## config.mk

```make
export PLATFORM = sky130hd
export DESIGN_NAME = tcce_queue
export DESIGN_NICKNAME = d
export VERILOG_FILES = /design/src/rtl/tcce_pkg.sv /design/src/rtl/tcce_queue.sv
export SDC_FILE = /design/constraint.sdc
export NUM_CORES = 1
export LEC_CHECK = 0
export BUFFER_PORTS_ARGS = -buffer_cell sky130_fd_sc_hd__clkbuf_2
export CAP_MARGIN = 20
export CELL_PAD_IN_SITES_DETAIL_PLACEMENT = 0
export CELL_PAD_IN_SITES_GLOBAL_PLACEMENT = 2
export CORE_UTILIZATION = 30
export DETAILED_ROUTE_END_ITERATION = 8
export HOLD_SLACK_MARGIN = 0.12
export PLACE_DENSITY_LB_ADDON = 0.1
export SYNTH_ARGS = -nofsm -noshare
export SYNTH_HDL_FRONTEND = slang
export SYNTH_SLANG_ARGS = --single-unit
```

## constraint.sdc

```tcl
create_clock -name clk -period 3.1 [get_ports clk]
set_input_delay 0.93 -clock clk [delete_from_list [all_inputs] [get_ports clk]]
set_output_delay 0.93 -clock clk [all_outputs]
set_load 0.05 [all_outputs]
```

## src/rtl/tcce_pkg.sv

```systemverilog
// Types and constants shared by the text console character engine modules.
package tcce_pkg;

  localparam int POS_W  = 11;
  localparam int CELL_W = 16;
  localparam int IDX_W  = 11;
  localparam int QDEPTH = 2;

  localparam logic [1:0] ACT_PUT   = 2'd0;
  localparam logic [1:0] ACT_CLEAR = 2'd1;
  localparam logic [1:0] ACT_READ  = 2'd2;

  localparam logic [7:0] CHR_BS    = 8'h08;
  localparam logic [7:0] CHR_TAB   = 8'h09;
  localparam logic [7:0] CHR_LF    = 8'h0A;
  localparam logic [7:0] CHR_CR    = 8'h0D;
  localparam logic [7:0] CHR_FIRST = 8'h20;
  localparam logic [7:0] CHR_LAST  = 8'h7F;

  localparam logic [CELL_W-1:0] BLANK_CELL = 16'h0F20;

  localparam logic [2:0] OP_NOP   = 3'd0;
  localparam logic [2:0] OP_PRINT = 3'd1;
  localparam logic [2:0] OP_BS    = 3'd2;
  localparam logic [2:0] OP_TAB   = 3'd3;
  localparam logic [2:0] OP_CR    = 3'd4;
  localparam logic [2:0] OP_LF    = 3'd5;
  localparam logic [2:0] OP_CLEAR = 3'd6;
  localparam logic [2:0] OP_READ  = 3'd7;

  typedef struct packed {
    logic [1:0]       action;
    logic [7:0]       char_code;
    logic [3:0]       bg_nibble;
    logic [3:0]       fg_nibble;
    logic [IDX_W-1:0] read_index;
  } in_item_t;

  typedef struct packed {
    logic [POS_W-1:0]  cursor_position;
    logic [CELL_W-1:0] cell_data;
  } out_item_t;

  typedef struct packed {
    logic [2:0]        op;
    logic [CELL_W-1:0] cell_word;
    logic [IDX_W-1:0]  index;
  } cmd_t;

  typedef struct packed {
    logic valid;
    cmd_t cmd;
  } cmd_req_t;

  typedef struct packed {
    logic init_busy;
  } back_stat_t;

endpackage

```

## src/rtl/tcce_queue.sv

```systemverilog
// Short command queue between the front end and the back end.
module tcce_queue (
  input  logic               clk,
  input  logic               rst_n,
  input  tcce_pkg::cmd_req_t push,
  input  logic               pop,
  output tcce_pkg::cmd_req_t head,
  output logic               full
);
  import tcce_pkg::*;

  localparam int QAW = (QDEPTH > 1) ? $clog2(QDEPTH) : 1;
  localparam int QCW = $clog2(QDEPTH + 1);

  cmd_t           slot_r [QDEPTH];
  logic [QAW-1:0] wr_ptr_r, wr_ptr_nxt;
  logic [QAW-1:0] rd_ptr_r, rd_ptr_nxt;
  logic [QCW-1:0] count_r, count_nxt;
  logic           do_push, do_pop;

  assign full       = count_r == QCW'(QDEPTH);
  assign head.valid = count_r != '0;
  assign head.cmd   = slot_r[rd_ptr_r];
  assign do_push    = push.valid && !full;
  assign do_pop     = pop && head.valid;

  always_comb begin
    wr_ptr_nxt = wr_ptr_r;
    rd_ptr_nxt = rd_ptr_r;
    count_nxt  = count_r;
    if (do_push) begin
      wr_ptr_nxt = (wr_ptr_r == QAW'(QDEPTH - 1)) ? '0 : wr_ptr_r + 1'b1;
    end
    if (do_pop) begin
      rd_ptr_nxt = (rd_ptr_r == QAW'(QDEPTH - 1)) ? '0 : rd_ptr_r + 1'b1;
    end
    if (do_push && !do_pop) begin
      count_nxt = count_r + 1'b1;
    end else if (!do_push && do_pop) begin
      count_nxt = count_r - 1'b1;
    end
  end

  always_ff @(posedge clk) begin
    if (!rst_n) begin
      wr_ptr_r <= '0;
      rd_ptr_r <= '0;
      count_r  <= '0;
    end else begin
      wr_ptr_r <= wr_ptr_nxt;
      rd_ptr_r <= rd_ptr_nxt;
      count_r  <= count_nxt;
    end
  end

  always_ff @(posedge clk) begin
    if (do_push) begin
      slot_r[wr_ptr_r] <= push.cmd;
    end
  end

endmodule

```

Yosys cells after proc, flatten, opt, wreduce, memory -nomap -nowiden
Memories as Yosys holds them, arrays and structs flattened. A register that Yosys moved wholly into a read port is not among the register bits.
Index checks and enable logic that the tools add are counted.
Widths: inputs -> output; s select.
{"block": "totals", "out_inout_bits": 32, "mem_bits_ro": 0, "ff_bits": 4, "latchBits": 0, "ram_bits": 60, "n_memories": 1}
{"name": "slot_r", "depth": 2, "word_bits": 30, "rd": 1, "rd_clocked_by_memory_dff": 1, "wr": 1, "line": "tcce_queue.sv:15", "rtl": "cmd_t slot_r [QDEPTH];"}
{"block": "op_classes", "shift": 0, "add_sub_neg": 4, "n_lt_le_gt_ge": 0, "eq_ne": 1, "n_reduce_logical": 9, "bitwise_logic": 0, "multipliers": 0, "div": 0, "muxes": 8}
{"cell": "$mux 1", "count": 6}
{"cell": "$logic_and 1x1->1", "count": 4}
{"cell": "$mux 2", "count": 2}
{"cell": "$reduce_bool 2->1", "count": 2}
{"cell": "$logic_not 1->1", "count": 3}
{"cell": "$add 1x1->1 const B", "count": 2}
{"cell": "$add 2x1->2 const B", "count": 1}
{"cell": "$eq 2x2->1 const B", "count": 1}
{"cell": "$sub 2x1->2 const B", "count": 1}

Longest topological paths before layout
{"block": "logic_depth", "ltp_word": 7, "mapped_depth": 7, "depth_no_buf": 7}

Worst setup path after synthesis
No wires, ideal clock.
{"block": "synth_timing", "path_type": "input -> register", "start": "in push[30] (netlist bit)", "end": "mem slot_r[0][0] (netlist bit) (enable)", "path_buffers": 0, "stages": 2, "t_arrival_ps": 2229, "required_time_ps": 2686, "setup_slack_ps": 457, "setup_ps": 414, "cell_sequence": "inv_1 > nor3_2"}
{"block": "synth_via", "elab_chain_len": 3}
{"item": "start: declaration", "line": "tcce_queue.sv:5", "rtl": "input tcce_pkg::cmd_req_t push,"}
{"item": "$logic_and 1x1->1", "line": "tcce_queue.sv:24", "rtl": "assign do_push = push.valid && !full;"}
{"item": "$mux 1", "line": "tcce_queue.sv:57", "rtl": "if (do_push) begin"}
{"item": "$mux 1 (implied by the code)", "line": "tcce_queue.sv:58", "rtl": "slot_r[wr_ptr_r] <= push.cmd;"}
{"item": "end: declaration", "line": "tcce_queue.sv:15"}
Every way passes these cells.

==> impl_metrics.yaml <==
drt:
  drt_pre_antenna_iters: 2
  drt-total-wl_um: 4290
  viasPerCell: 4.23
  wl_met1_um: 1720
  wl_per_cell_um: 14.2
  wl_met3_um: 226
  top_layer_used: "met4"
  drc_errors: 0
  vias: 1276
  ant_nets: 0
  route.met2.wl_um: 2290
  initialDrtViolationCount: 33
global_route:
  antenna_found_initial: 0
  grt_pass1_wl_um: 6550
  grt_overflow_total: 0
  grt.total_usage: 0.110
  grt_max_degree: 31
  grt_pass1_vias: 1317
finish:
  antenna_cells: 0
  post-route-cell-area_um2: 3110
  layout.nets: 230
  drive_gt1_frac: 0.590
  syn2layout_area_growth_pct: 30.0
  fin_util: 0.402
setup_path:
  critical_path.top_delay_family: "buffers and inverters"
  path_max_fanout: 17
  r2r_end: "slot_r[1][14]"
  slowest_stage: "mux2_2"
  r2r-start: "count_r[0]"
  criticalPathCategory: "flop to output port"
  cp-end-kind: "output port"
  critical_path_required_ns: 2.17
  cp_cell_sequence: "buf_4 -> mux2_2 -> clkbuf_2"
  max_stage_delay_ns: 0.37
  cp.arrival_ns: 1.53
  r2r_setup_slack_ns: 1.43
  start_kind: "flop"
  r2r_cells: 2
  crit_buf_inv: 2
timing:
  hold_violations: 0
  fin_crit_ns: 2.46
  rsz0062_at_grt: "no"
  max_slew_margin: 0.501
  setup_viol: 0
  fin_worst_skew_ns: 0.00629
  timing.final.crit_share: 0.793
  final.setup.tns_ns: 0
  drv_slew: 0
  holdWs_ns: 0.533
  worst_pin_slew_ns: 0.748
  fmax_mhz: 407
synthesis:
  synth_top_family_by_area: "multiplexers"
  synth_simple_gate_area_frac: 0.0241
  netlist_area_um2: 2390
  synth_compound_area_frac: 0.0136
  ys_warn_count: 0
  synthAdderAreaFrac: 0.00523
  synth-seq-cells: 65
  ys_seq_area_frac: 0.795
  syn_inst: 118
  synth_mux_area_frac: 0.141
  syn_nets: 153
  avgSynthCellArea_um2: 20.3
  synth_cell_types: 21
  synth-xor-area-share: 0.0110
cts:
  htree_num_levels: 3
  clk_pin_slew_ns: 0.07
  clk_latency_ns: 0.33
  cts_buffers: 9
  cts_hold_buffers: 0
  cts_tree: "done"
  cts_resized: 0
  clock_path_buffers: 2
  cts.sinks: 65
  clockRootBuffer: "clkbuf_8"
  cts_setup_buffers: 0
floorplan:
  die_h_um: 91.3
  rows: 32
  core_region_area_um2: 7730
  fp.dieArea_um2: 8330
  start_util: 0.309
  boundaryPins: 66
  die-width_um: 91.3
placement:
  place_area_um2: 2870
  globalplace.congestion: 0.643
  dp_hpwl_um: 2880
  portBuffers: 65
power_and_ir_drop:
  total_power_w: 0.00308
  clockPowerShare: 0.279
  p_leak_nw: 1.18
  combPwrFrac: 0.350
  seq_power_share: 0.371
  netSwitchingPower_w: 0.00113
  switching_share: 0.368
  power.density_nw_per_um2: 992
  intPower_w: 0.00195
  ir_worst_vdd_v: 0.000402
worst_hold_path:
  hp-class: "flop to flop"
  hold_depth: 2
  hold-path-endpoint: "count_r[1]"
  min_from: "count_r[1]"
outcome:
  status: "completed"
flow_run:
  drv_cap: 0
==> synthesized netlist by cell type <==
cell type | number | share of area
nand2b_1 | 1 | 0.0026
and3_1 | 1 | 0.0026
or2_2 | 1 | 0.0026
nor3_2 | 1 | 0.0042
o21ai_1 | 1 | 0.0021
o21a_1 | 1 | 0.0031
and2_1 | 3 | 0.0079
a21boi_0 | 1 | 0.0031
inv_2 | 1 | 0.0016
o21ai_0 | 1 | 0.0021
buf_2 | 3 | 0.0063
inv_1 | 1 | 0.0016
dfxtp_1 | 5 | 0.042
mux2_2 | 30 | 0.14
or3_1 | 1 | 0.0026
xnor2_1 | 2 | 0.0073
a21boi_1 | 1 | 0.0031
ha_1 | 1 | 0.0052
edfxtp_1 | 60 | 0.75
nor2_1 | 1 | 0.0016
xor2_1 | 1 | 0.0037
==> layout by cell type (no fill, tap or decap), drive strengths merged, types with 2 or more instances in the layout <==
cell type	synthesis	final
buf	3	4
xnor2	2	2
and2	3	3
dfxtp	5	5
mux2	30	30
edfxtp	60	60
a21boi	2	2
o21ai	2	2
clkbuf	0	74
inv	2	3
bufinv	0	3
clkinvlp	0	2
==> layout make-up <==
cell class | instances | area (um2)
fillers | 729 | 4620
flip-flops and latches | 65 | 1900
multi-input cells | 48 | 474
repair buffers | 69 | 355
well taps | 102 | 128
clock buffers | 9 | 124
clock inverters | 7 | 118
inverters | 2 | 7.51
==> state kept, by name, indices dropped and copies added (netlist names), named ones only <==
register / cells
rd_ptr_r: 1
wr_ptr_r: 1
slot_r: 60
count_r: 2
==> stage by stage <==
stage | worst slack [ns] | cells
3_3_place_gp | 0.950 | 286
4_1_cts | 0.600 | 302
3_5_place_dp | 0.960 | 286
2_1_floorplan | 0.457 | 118
5_1_grt | 0.517 | 302
6_report | 0.641 | 302
==> power by group through the flow <==
| stage | Sequential, W | Combinational (W) | Clock [W] |
|---|---|---|---|
| finish | 0.00114 | 0.00108 | 0.000860 |
| detailed placement | 0.00117 | 0.00109 | 0 |
| global route | 0.00116 | 0.00114 | 0.000920 |
| global placement | 0.00116 | 0.00109 | 0 |
| floorplan | 0.00116 | 0.000851 | 0 |
| CTS | 0.00115 | 0.00110 | 0.000886 |
==> tightest hold or removal path: stages, from the launching register on <==
cell and delay [ns]:
dfxtp_1 0.34, o21ai_0 0.08, a21boi_1 0.06
==> metal layers <==
metal / track usage / up-vias
li1: - / 609
met1: 0.116 / 623
met2: 0.188 / 38
met3: 0.0360 / 6
met4: 0.0714 / 0
met5: 0 / -
==> worst max path at each step <==
stage / startpoint / to / slack (ns) / cells past startpoint
6_report: flop / head[4] / 0.64 / 3
5_1_grt: flop / head[8] / 0.52 / 3
4_1_cts: flop / head[8] / 0.60 / 3
3_5_place_dp: push[30] / slot_r[1][7] / 0.96 / 2
3_3_place_gp: push[30] / slot_r[1][27] / 0.95 / 2
2_1_floorplan: push[30] / slot_r[0][0] / 0.46 / 2
==> logic make-up after synthesis <==
group,count (synthesis)
XOR/XNOR,3
adder cells (fa/ha/maj),1
AND/OR/NAND/NOR,9
AO/OA/AOI/OAI,5
multiplexers,30
flip-flops,65
buffers and inverters,5
(Power assumes the default switching activity.)
