`config.mk`:
```
export PLATFORM = sky130hd
export DESIGN_NAME = tcce_front
export DESIGN_NICKNAME = d
export VERILOG_FILES = /design/src/rtl/tcce_pkg.sv /design/src/rtl/tcce_front.sv
export SDC_FILE = /design/constraint.sdc
export NUM_CORES = 1
export LEC_CHECK = 0
export BUFFER_PORTS_ARGS = -buffer_cell sky130_fd_sc_hd__buf_2
export CORE_AREA = 2 2 39 41
export DETAILED_ROUTE_END_ITERATION = 6
export DIE_AREA = 0 0 41 43
export PLACE_DENSITY = 0.78
export SYNTH_ARGS = -nofsm -noshare
export SYNTH_HDL_FRONTEND = slang
export SYNTH_SLANG_ARGS = --single-unit
```
`constraint.sdc`:
```
create_clock -name vclk -period 1.12
set_input_delay 0.224 -clock vclk [all_inputs]
set_output_delay 0.224 -clock vclk [all_outputs]
set_load 0.01 [all_outputs]
```
`src/rtl/tcce_pkg.sv`:
```
// Types and constants shared by the text console character engine modules.
package tcce_pkg;

  localparam int POS_W  = 11;
  localparam int CELL_W = 16;
  localparam int IDX_W  = 11;
  localparam int QDEPTH = 2;

  localparam logic [1:0] ACT_PUT   = 2'd0;
  localparam logic [1:0] ACT_CLEAR = 2'd1;
  localparam logic [1:0] ACT_READ  = 2'd2;

  localparam logic [7:0] CHR_BS    = 8'h08;
  localparam logic [7:0] CHR_TAB   = 8'h09;
  localparam logic [7:0] CHR_LF    = 8'h0A;
  localparam logic [7:0] CHR_CR    = 8'h0D;
  localparam logic [7:0] CHR_FIRST = 8'h20;
  localparam logic [7:0] CHR_LAST  = 8'h7F;

  localparam logic [CELL_W-1:0] BLANK_CELL = 16'h0F20;

  localparam logic [2:0] OP_NOP   = 3'd0;
  localparam logic [2:0] OP_PRINT = 3'd1;
  localparam logic [2:0] OP_BS    = 3'd2;
  localparam logic [2:0] OP_TAB   = 3'd3;
  localparam logic [2:0] OP_CR    = 3'd4;
  localparam logic [2:0] OP_LF    = 3'd5;
  localparam logic [2:0] OP_CLEAR = 3'd6;
  localparam logic [2:0] OP_READ  = 3'd7;

  typedef struct packed {
    logic [1:0]       action;
    logic [7:0]       char_code;
    logic [3:0]       bg_nibble;
    logic [3:0]       fg_nibble;
    logic [IDX_W-1:0] read_index;
  } in_item_t;

  typedef struct packed {
    logic [POS_W-1:0]  cursor_position;
    logic [CELL_W-1:0] cell_data;
  } out_item_t;

  typedef struct packed {
    logic [2:0]        op;
    logic [CELL_W-1:0] cell_word;
    logic [IDX_W-1:0]  index;
  } cmd_t;

  typedef struct packed {
    logic valid;
    cmd_t cmd;
  } cmd_req_t;

  typedef struct packed {
    logic init_busy;
  } back_stat_t;

endpackage

```
`src/rtl/tcce_front.sv`:
```
// Front end: accepts transactions and classifies them into commands for the queue.
module tcce_front #(
  parameter int COLUMNS = 80,
  parameter int ROWS    = 25
) (
  input  logic               start,
  input  logic               busy,
  input  tcce_pkg::in_item_t in_item,
  output tcce_pkg::cmd_req_t push
);
  import tcce_pkg::*;

  localparam int CELLS = COLUMNS * ROWS;
  localparam int CMPW  = $clog2(CELLS + 1) + IDX_W;

  logic [2:0] op;
  logic       in_range;

  assign in_range = CMPW'(in_item.read_index) < CMPW'(CELLS);

  always_comb begin
    op = OP_NOP;
    case (in_item.action)
      ACT_PUT: begin
        if (in_item.char_code == CHR_BS) begin
          op = OP_BS;
        end else if (in_item.char_code == CHR_TAB) begin
          op = OP_TAB;
        end else if (in_item.char_code == CHR_CR) begin
          op = OP_CR;
        end else if (in_item.char_code == CHR_LF) begin
          op = OP_LF;
        end else if (in_item.char_code >= CHR_FIRST && in_item.char_code <= CHR_LAST) begin
          op = OP_PRINT;
        end
      end
      ACT_CLEAR: begin
        op = OP_CLEAR;
      end
      ACT_READ: begin
        if (in_range) begin
          op = OP_READ;
        end
      end
      default: begin
        op = OP_NOP;
      end
    endcase
  end

  assign push.valid         = start && !busy;
  assign push.cmd.op        = op;
  assign push.cmd.cell_word = {in_item.bg_nibble, in_item.fg_nibble, in_item.char_code};
  assign push.cmd.index     = in_item.read_index;

endmodule

```
# After elaboration in Yosys (flattened, before gate mapping)
# Index checks and enable logic that the tools add are counted.
[word_totals]
ff_bits = 0
[classes]
n_lt_le_gt_ge = 3
n_eq_ne = 6
muxes = 7
n_reduce_logical = 4
[op_table]
columns = ["operator", "n"]
rows = [
  ["$eq A8 B4 Y1 const B", 4],
  ["$mux W3", 5],
  ["$lt A11 B11 Y1 const B", 1],
  ["$pmux W3 S3", 1],
  ["$ge A8 B6 Y1 const B", 1],
  ["$le A8 B7 Y1 const B", 1],
  ["$eq A2 B1 Y1 const B", 1],
  ["$eq A2 B2 Y1 const B", 1],
  ["$logic_and A1 B1 Y1", 2],
  ["$logic_not A2 Y1", 1],
  ["$logic_not A1 Y1", 1],
  ["$mux W1", 1],
]

# Longest topological paths before layout
# Gate-level depths: netlist of run 1.
[logic_depth]
depth_word = 8
ltp_mapped = 3

# Least setup slack after synthesis of run 1
# No wires, ideal clock.
[synth_timing]
kind = "input to output"
startpoint = "in in_item[23] (netlist name)"
endpoint = "out push[28] (netlist name)"
arrival_ps = 922
required_time_ps = 896
path_slack_ps = -26
path_stages = 3
path_cell_list = "nor3b_2 -> nand3b_1 -> o311ai_1"
[synth_lines]
columns = ["item", "line", "text"]
rows = [
  ["start: declaration", "tcce_front.sv:8", "input tcce_pkg::in_item_t in_item,"],
  ["end: declaration", "tcce_front.sv:9", "output tcce_pkg::cmd_req_t push"],
]

==> flow_metrics.env, run 1 <==
export IMPL_die_w_um=41
export IMPL_relSlewSlack_pct=86.7
export IMPL_cp_required_ns=0.90
export IMPL_die_h_um=43
export IMPL_coreArea_um2=1380
export IMPL_fmax_mhz=782
export IMPL_min_path_type="input pin to primary output"
export IMPL_hold_slack_ns=0.448
export IMPL_wl_per_cell_um=9.66
export IMPL_intPower_uw=88.0
export IMPL_ff_latch_area_um2=0
export IMPL_placed_cell_area_um2=372
export IMPL_finalNonFillerCells=76
export IMPL_synthMuxAreaShare_pct=0
export IMPL_yosysTopAreaCell="buf_4"
export IMPL_final_util_pct=29.7
export IMPL_fillers=158
export IMPL_vias=321
export IMPL_seq_area_frac_synth_pct=0
export IMPL_synthXorXnorAreaFrac_pct=0
export IMPL_worst_pin_slew_ns=0.198
export IMPL_initial_core_util_pct=24.1
export IMPL_synth_area_leaders="buf_4, nor2b_1, nor3b_2, a21oi_1, a311o_1"
export IMPL_met1Wirelength_um=199
export IMPL_grt_pass1_vias=292
export IMPL_worstHoldStart="in_item[11]"
export IMPL_endpoint_kind="primary output"
export IMPL_drtIter0Drc=0
export IMPL_hold_end="push[19]"
export IMPL_clock_buffers=0
export IMPL_rows=14
export IMPL_postCtsSetupBuffers=0
export IMPL_clkPwrFrac_pct=0
export IMPL_slew_violations=0
export IMPL_gp_congestion=0.705
export IMPL_path_class="input pin to primary output"
export IMPL_p_switching_uw=71.2
export IMPL_io_pin_count=62
export IMPL_synth_cell_types=16
export IMPL_synth_top_family_by_area="buffers and inverters"
export IMPL_portBuffers=38
export IMPL_grt_pass1_wl_um=1080
export IMPL_rsz0062_at_grt="yes"
export IMPL_setup_ws_ns=-0.158
export IMPL_final_nets=93
export IMPL_drv_cap=0
export IMPL_syn_area_per_cell_um2=7.26
export IMPL_antennaDiodeCount=0
export IMPL_status="complete, but fails checks"
export IMPL_seqPwrFrac_pct=0
export IMPL_cp_start_kind="input pin"
export IMPL_grt_max_degree=7
export IMPL_synthAdderAreaFrac_pct=0
export IMPL_syn_nets=77
export IMPL_finalHoldViolations=0
export IMPL_multi_input_area_um2=145
export IMPL_wl_um=734
export IMPL_yosysMostFrequentCell="buf_4"
export IMPL_worstPathMaxFanout=3
export IMPL_total_leakage_power_uw=0.000219
export IMPL_vias_per_cell=4.22
export IMPL_track_usage_pct=8.09
export IMPL_syn_inst=46
export IMPL_die_area_um2=1760
export IMPL_seq_cell_count=0
export IMPL_synth_compound_area_share_pct=19.1
export IMPL_wl_met3_um=117
export IMPL_powerDensity_nw_per_um2=387
export IMPL_first_pass_iters=1
export IMPL_yosysWarnings=0
export IMPL_antenna_found_initial=0
export IMPL_power_frac_comb_pct=100.0
export IMPL_synth_top_area_share_pct=60.7
export IMPL_fin_total_pwr_uw=159
export IMPL_switching_share_pct=44.7
export IMPL_dp_hpwl_um=664
export IMPL_top_layer="met4"
export IMPL_drive_above_1_share_pct=75.0
export IMPL_placed_cells=76
export IMPL_setup_viol_count_final=3
export IMPL_stdcell_area_um2=412
export IMPL_synth_commonest_cells="buf_4, a21oi_1, nor2_1, nor2b_1, o21ai_0"
export IMPL_arrival_ns=1.05
export IMPL_violations="negative setup slack"
export IMPL_ir_drop_mv=0.115
export IMPL_dr_wl_met2_um=410
export IMPL_syn_to_final_growth_pct=23.2
export IMPL_syn_area_um2=334
export IMPL_antenna_left=0
export IMPL_period_share_pct=114
export IMPL_synth_simple_area_share_pct=20.2
export IMPL_finalCriticalPeriod_ns=1.28
export IMPL_grt_overflow_total=0
export IMPL_min_path_cells=0
export IMPL_drc=0
-- cell usage in the layout (no fill, tap or decap), types with 2 or more instances in the layout --
master and n:
nor2b_1 2, buf_4 4, nor2_1 2, buf_2 32, a21oi_1 2, o21ai_0 2, buf_6 5
-- worst max-delay path, stage by stage --
cell	delay (ns)
buf_6	0.10
nor3b_4	0.21
nand3b_1	0.14
o311ai_2	0.21
buf_2	0.17
-- through the flow --
stage          worst slack [ns]  setup TNS [ns]
5_1_grt                  -0.252          -0.668
3_5_place_dp             -0.219          -0.524
4_1_cts                  -0.167          -0.349
2_1_floorplan            0.0440               0
6_report                 -0.158          -0.431
3_3_place_gp             -0.198          -0.468
-- power by group through the flow --
| stage | clock network [µW] | logic [µW] | registers (µW) |
|---|---|---|---|
| 2_1_floorplan | 0 | 136 | 0 |
| 3_3_place_gp | 0 | 143 | 0 |
| 3_5_place_dp | 0 | 146 | 0 |
| 4_1_cts | 0 | 162 | 0 |
| 5_1_grt | 0 | 175 | 0 |
| 6_report | 0 | 159 | 0 |
-- routing by layer --
layer  global-route usage, %  vias up
met2                    17.8       19
met4                    2.00        0
met5                       0        -
li1                        -      161
met3                    1.05        2
met1                    6.01      139
-- final cells by class --
class                      instances  share of cell area [%]
multi-input combinational         19                    35.3
timing repair buffer              41                    59.9
tap                               16                    4.86
-- worst max path at each step --
stage | start | end | depth (start not counted) | slack (ns)
2_1_floorplan | in_item[23] | push[28] | 3 | 0.04
6_report | in_item[23] | push[28] | 5 | -0.16
3_5_place_dp | in_item[23] | push[28] | 5 | -0.22
5_1_grt | in_item[23] | push[28] | 5 | -0.25
4_1_cts | in_item[23] | push[28] | 5 | -0.17
3_3_place_gp | in_item[23] | push[28] | 5 | -0.20
-- logic make-up (layout without fill, tap and decap cells) --
family,after synthesis,count (layout)
AND/OR/NAND/NOR,10,10
buffers and inverters,27,41
AO/OA/AOI/OAI,9,9
-- timing repair --
| item | 4_1_cts | 5_1_grt |
|---|---|---|
| hold buffers | 0 | 0 |
| gates resized for setup | 9 | 0 |
| setup endpoints to repair | 3 | 3 |
| gates cloned | 0 | 0 |
| pin swaps | 1 | 2 |
(Power assumes the default switching activity.)
==> run 2: changes to the inputs <==
Settings changed: BUFFER_PORTS_ARGS -buffer_cell sky130_fd_sc_hd__buf_2 to not set, DONT_BUFFER_PORTS set to 1, PLACE_DENSITY 0.78 to 0.38.
==> run 2 against run 1 <==
  * The flow still finishes with violations (negative setup slack)
  * Cell area fell by 51%
  * Global-route usage fell by 3.0 points
  * Routed wire length fell by 24%
  * Largest power group unchanged
  * Highest routed layer unchanged
==> flow_metrics.env, run 2 (same netlist as run 1, synthesis figures left out) <==
export IMPL_status="complete, but fails checks"
export IMPL_violations="negative setup slack"
export IMPL_hold_slack_ns=0.448
export IMPL_dp_slack_ns=-0.0476
export IMPL_setup_tns_ns=-0.0465
export IMPL_die_h_um=43
export IMPL_drive_above_1_share_pct=36.4
export IMPL_fmax_mhz=869
export IMPL_wl_um=558
export IMPL_slowest_stage="a311o_1"
export IMPL_power_frac_comb_pct=100.0
export IMPL_ff_latch_area_um2=0
export IMPL_initial_core_util_pct=24.1
export IMPL_antenna_found_initial=0
export IMPL_drv_cap=0
export IMPL_syn_to_final_growth_pct=-40.1
export IMPL_track_usage_pct=5.09
export IMPL_rows=14
export IMPL_setup_ws_ns=-0.0303
export IMPL_rsz0062_at_grt="yes"
export IMPL_die_w_um=41
export IMPL_antenna_left=0
export IMPL_io_pin_count=62
export IMPL_final_cell_mix="buf_4, a21oi_1, o21ai_0, nor2b_1"
export IMPL_grt_pass1_vias=173
export IMPL_seq_cell_count=0
export IMPL_vias=199
export IMPL_fin_total_pwr_uw=54.7
export IMPL_cp_start_kind="input pin"
export IMPL_final_nets=55
export IMPL_multi_input_area_um2=158
export IMPL_switching_share_pct=45.2
export IMPL_coreArea_um2=1380
export IMPL_drc=0
export IMPL_finalCriticalPeriod_ns=1.15
export IMPL_seqPwrFrac_pct=0
export IMPL_portBuffers=0
export IMPL_die_area_um2=1760
export IMPL_p_switching_uw=24.7
export IMPL_grt_overflow_total=0
export IMPL_fillers=161
export IMPL_grt_max_degree=7
export IMPL_finalHoldViolations=0
export IMPL_wl_per_cell_um=14.7
export IMPL_first_pass_iters=4
export IMPL_path_class="input pin to primary output"
export IMPL_final_common_cell="buf_4"
export IMPL_arrival_ns=0.93
export IMPL_antennaDiodeCount=0
export IMPL_total_leakage_power_uw=0.0000642
export IMPL_min_path_type="input pin to primary output"
export IMPL_powerDensity_nw_per_um2=273
export IMPL_worstPathCellList="nor3b_4, buf_4, a311o_1, o21ai_2"
export IMPL_clock_buffers=0
export IMPL_endpoint_kind="primary output"
export IMPL_slew_violations=0
export IMPL_setup_viol_count_final=2
export IMPL_period_share_pct=103
export IMPL_cts_hold_buf=0
export IMPL_cp_slowest_stage_delay_ns=0.26
export IMPL_vias_per_cell=5.24
export IMPL_intPower_uw=30.0
export IMPL_worst_pin_slew_ns=0.295
export IMPL_drtIter0Drc=6
export IMPL_cp_required_ns=0.90
export IMPL_clkPwrFrac_pct=0
export IMPL_gp_congestion=0.559
export IMPL_grt_pass1_wl_um=669
export IMPL_relSlewSlack_pct=80.3
export IMPL_ir_drop_mv=0.0409
export IMPL_worstPathMaxFanout=2
export IMPL_dp_hpwl_um=467
==> run 2: changes by cell type in the layout (fill, tap and decap cells not counted) <==
cell,change
o311ai_4,+1
nor2_2,+1
buf_4,-1
nor2_1,-1
buf_6,-5
buf_2,-32
o311ai_2,-1
==> run 2: through the flow <==
stage                     cell area, µm²  instances  util, %
final                                200         38     14.5
after CTS                            193         37     13.9
after detailed placement             174         37     12.6
after global placement               174         37     12.6
after floorplan                      342         46        -
after global routing                 200         38     14.5
==> run 2: per-layer routing <==
metal,up-vias,share of wire [%],GRT usage (%)
li1,84,-,-
met1,91,29,4.75
met2,22,45,8.44
met3,2,24,2.62
met4,0,1.4,2.67
met5,-,0,0
==> run 2: path summary, 6_finish.rpt <==
check / start / end / cells after the start
setup / recovery: in_item[22] / push[27] / 4
hold / removal: in_item[11] / push[19] / 0
==> run 2: timing repair <==
action                                  4_1_cts  5_1_grt
pin swaps                                     2        3
resized for setup                             3        0
setup buffers                                 0        1
endpoints found under the setup margin        2        2
==> run 2: power groups by stage <==
stage | Sequential, µW | Clock, µW | Combinational, µW
floorplan | 0 | 0 | 136
global placement | 0 | 0 | 47.3
detailed placement | 0 | 0 | 47.9
CTS | 0 | 0 | 53.8
global route | 0 | 0 | 59.0
finish | 0 | 0 | 54.7
==> run 2: cell type report <==
| type | instances | area share, % |
|---|---|---|
| tap | 16 | 10.0 |
| timing repair buffer | 3 | 11.2 |
| multi-input combinational | 19 | 78.7 |
==> run 2: critical path, delay by kind of cell <==
family | cells | cell delay, ns
compound gates | 2 | 0.44
simple gates | 1 | 0.13
buf+inv | 1 | 0.13
==> run 3: changes to the inputs <==
Settings changed: CELL_PAD_IN_SITES_DETAIL_PLACEMENT set to 0, CELL_PAD_IN_SITES_GLOBAL_PLACEMENT set to 2, PLACE_DENSITY 0.38 to 0.82.
==> run 3 against run 2 <==
  * Combinational power decreased by 10%
  * Cell area decreased by 8.8%
  * Die area unchanged
  * Utilization decreased by 1.3 points
  * Routed wire length increased by 3.8%
  * Sequential share of layout area unchanged
  * Fmax decreased by 0.62%
  * Via count increased by 0.50%
  * Non-clock buffer count decreased by 2
  * The flow still finishes with violations (negative setup slack)
  * Sequential cell count unchanged
  * Worst setup slack got worse by 0.0072 ns
  * Critical path depth decreased by 1
==> flow_metrics.env, run 3 (same netlist as run 1, synthesis figures left out) <==
export IMPL_die_h_um=43
export IMPL_cp_required_ns=0.90
export IMPL_rsz0062_at_grt="yes"
export IMPL_finalHoldViolations=0
export IMPL_initial_core_util_pct=24.1
export IMPL_arrival_ns=0.93
export IMPL_fillers=155
export IMPL_worstHoldStart="in_item[7]"
export IMPL_postCtsSetupBuffers=0
export IMPL_worstPathMaxFanout=3
export IMPL_syn_to_final_growth_pct=-45.3
export IMPL_track_usage_pct=4.90
export IMPL_drive_above_1_share_pct=25.0
export IMPL_antennaDiodeCount=0
export IMPL_grt_overflow_total=0
export IMPL_dp_slack_ns=-0.0444
export IMPL_antenna_found_initial=0
export IMPL_fmax_mhz=864
export IMPL_setup_viol_count_final=2
export IMPL_die_w_um=41
export IMPL_first_pass_iters=4
export IMPL_powerDensity_nw_per_um2=268
export IMPL_wl_um=579
export IMPL_final_cell_mix="nor2_1, a21oi_1, o21ai_0, nor2b_1"
export IMPL_path_class="input pin to primary output"
export IMPL_hold_end="push[7]"
export IMPL_coreArea_um2=1380
export IMPL_final_nets=53
export IMPL_clock_buffers=0
export IMPL_endpoint_kind="primary output"
export IMPL_die_area_um2=1760
export IMPL_vias=200
export IMPL_vias_per_cell=5.56
export IMPL_min_path_cells=0
export IMPL_final_util_pct=13.2
export IMPL_placed_cell_area_um2=166
export IMPL_violations="negative setup slack"
export IMPL_ff_latch_area_um2=0
export IMPL_slew_violations=0
export IMPL_gp_congestion=0.465
export IMPL_finalCriticalPeriod_ns=1.16
export IMPL_seq_cell_count=0
export IMPL_total_leakage_power_uw=0.0000537
export IMPL_fin_total_pwr_uw=49.0
export IMPL_antenna_left=0
export IMPL_drtIter0Drc=3
export IMPL_ir_drop_mv=0.0251
export IMPL_setup_ws_ns=-0.0374
export IMPL_grt_max_degree=7
export IMPL_cp_start_kind="input pin"
export IMPL_grt_pass1_wl_um=627
export IMPL_stdcell_area_um2=183
export IMPL_io_pin_count=62
export IMPL_rows=14
export IMPL_period_share_pct=103
export IMPL_wl_per_cell_um=16.1
export IMPL_portBuffers=0
export IMPL_status="complete, but fails checks"
export IMPL_grt_pass1_vias=167
export IMPL_drc=0
export IMPL_worst_pin_slew_ns=0.289
export IMPL_drv_cap=0
export IMPL_min_path_type="input pin to primary output"
export IMPL_relSlewSlack_pct=80.7
export IMPL_crit_start="in_item[23]"
run 3: per-stage QoR:
| step | TNS (ns) | cells | hold slack, ns |
|---|---|---|---|
| finish | -0.0513 | 36 | 0.448 |
| floorplan | 0 | 46 | 0.494 |
| CTS | -0.0417 | 36 | 0.448 |
| global placement | -0.0957 | 36 | 0.448 |
| detailed placement | -0.0835 | 36 | 0.448 |
| global route | -0.191 | 36 | 0.448 |
run 3: per-layer routing:
metal  track usage, %  part of all wire (%)
met2             8.75                    49
met1             4.75                    27
met5                0                     0
met3             1.57                    21
met4             2.00                   2.2
run 3: worst max-delay path by stage:
stage / to / depth (start not counted)
finish: push[28] / 3
global route: push[28] / 3
CTS: push[28] / 3
detailed placement: push[28] / 3
global placement: push[28] / 3
floorplan: push[28] / 3
run 3: what timing repair did:
action                     CTS  global route
resized for setup            1             1
pin swaps                    1             1
setup endpoints to repair    2             2
hold buffers                 0             0
run 3: layout make-up:
class / count / area (µm²) / area share [%]
multi-input combinational: 19 / 155 / 84.9
tap: 16 / 20.0 / 11.0
timing repair buffer: 1 / 7.51 / 4.11
run 3: power breakdown:
| part | switching (µW) | internal (µW) | total, µW |
|---|---|---|---|
| combinational | 23.1 | 25.9 | 49.0 |
| clock | 0 | 0 | 0 |
| sequential | 0 | 0 | 0 |
run 3: worst max-delay path: stages:
cell      delay (ns)
nor3b_4         0.21
nand3b_1        0.17
o311ai_4        0.33
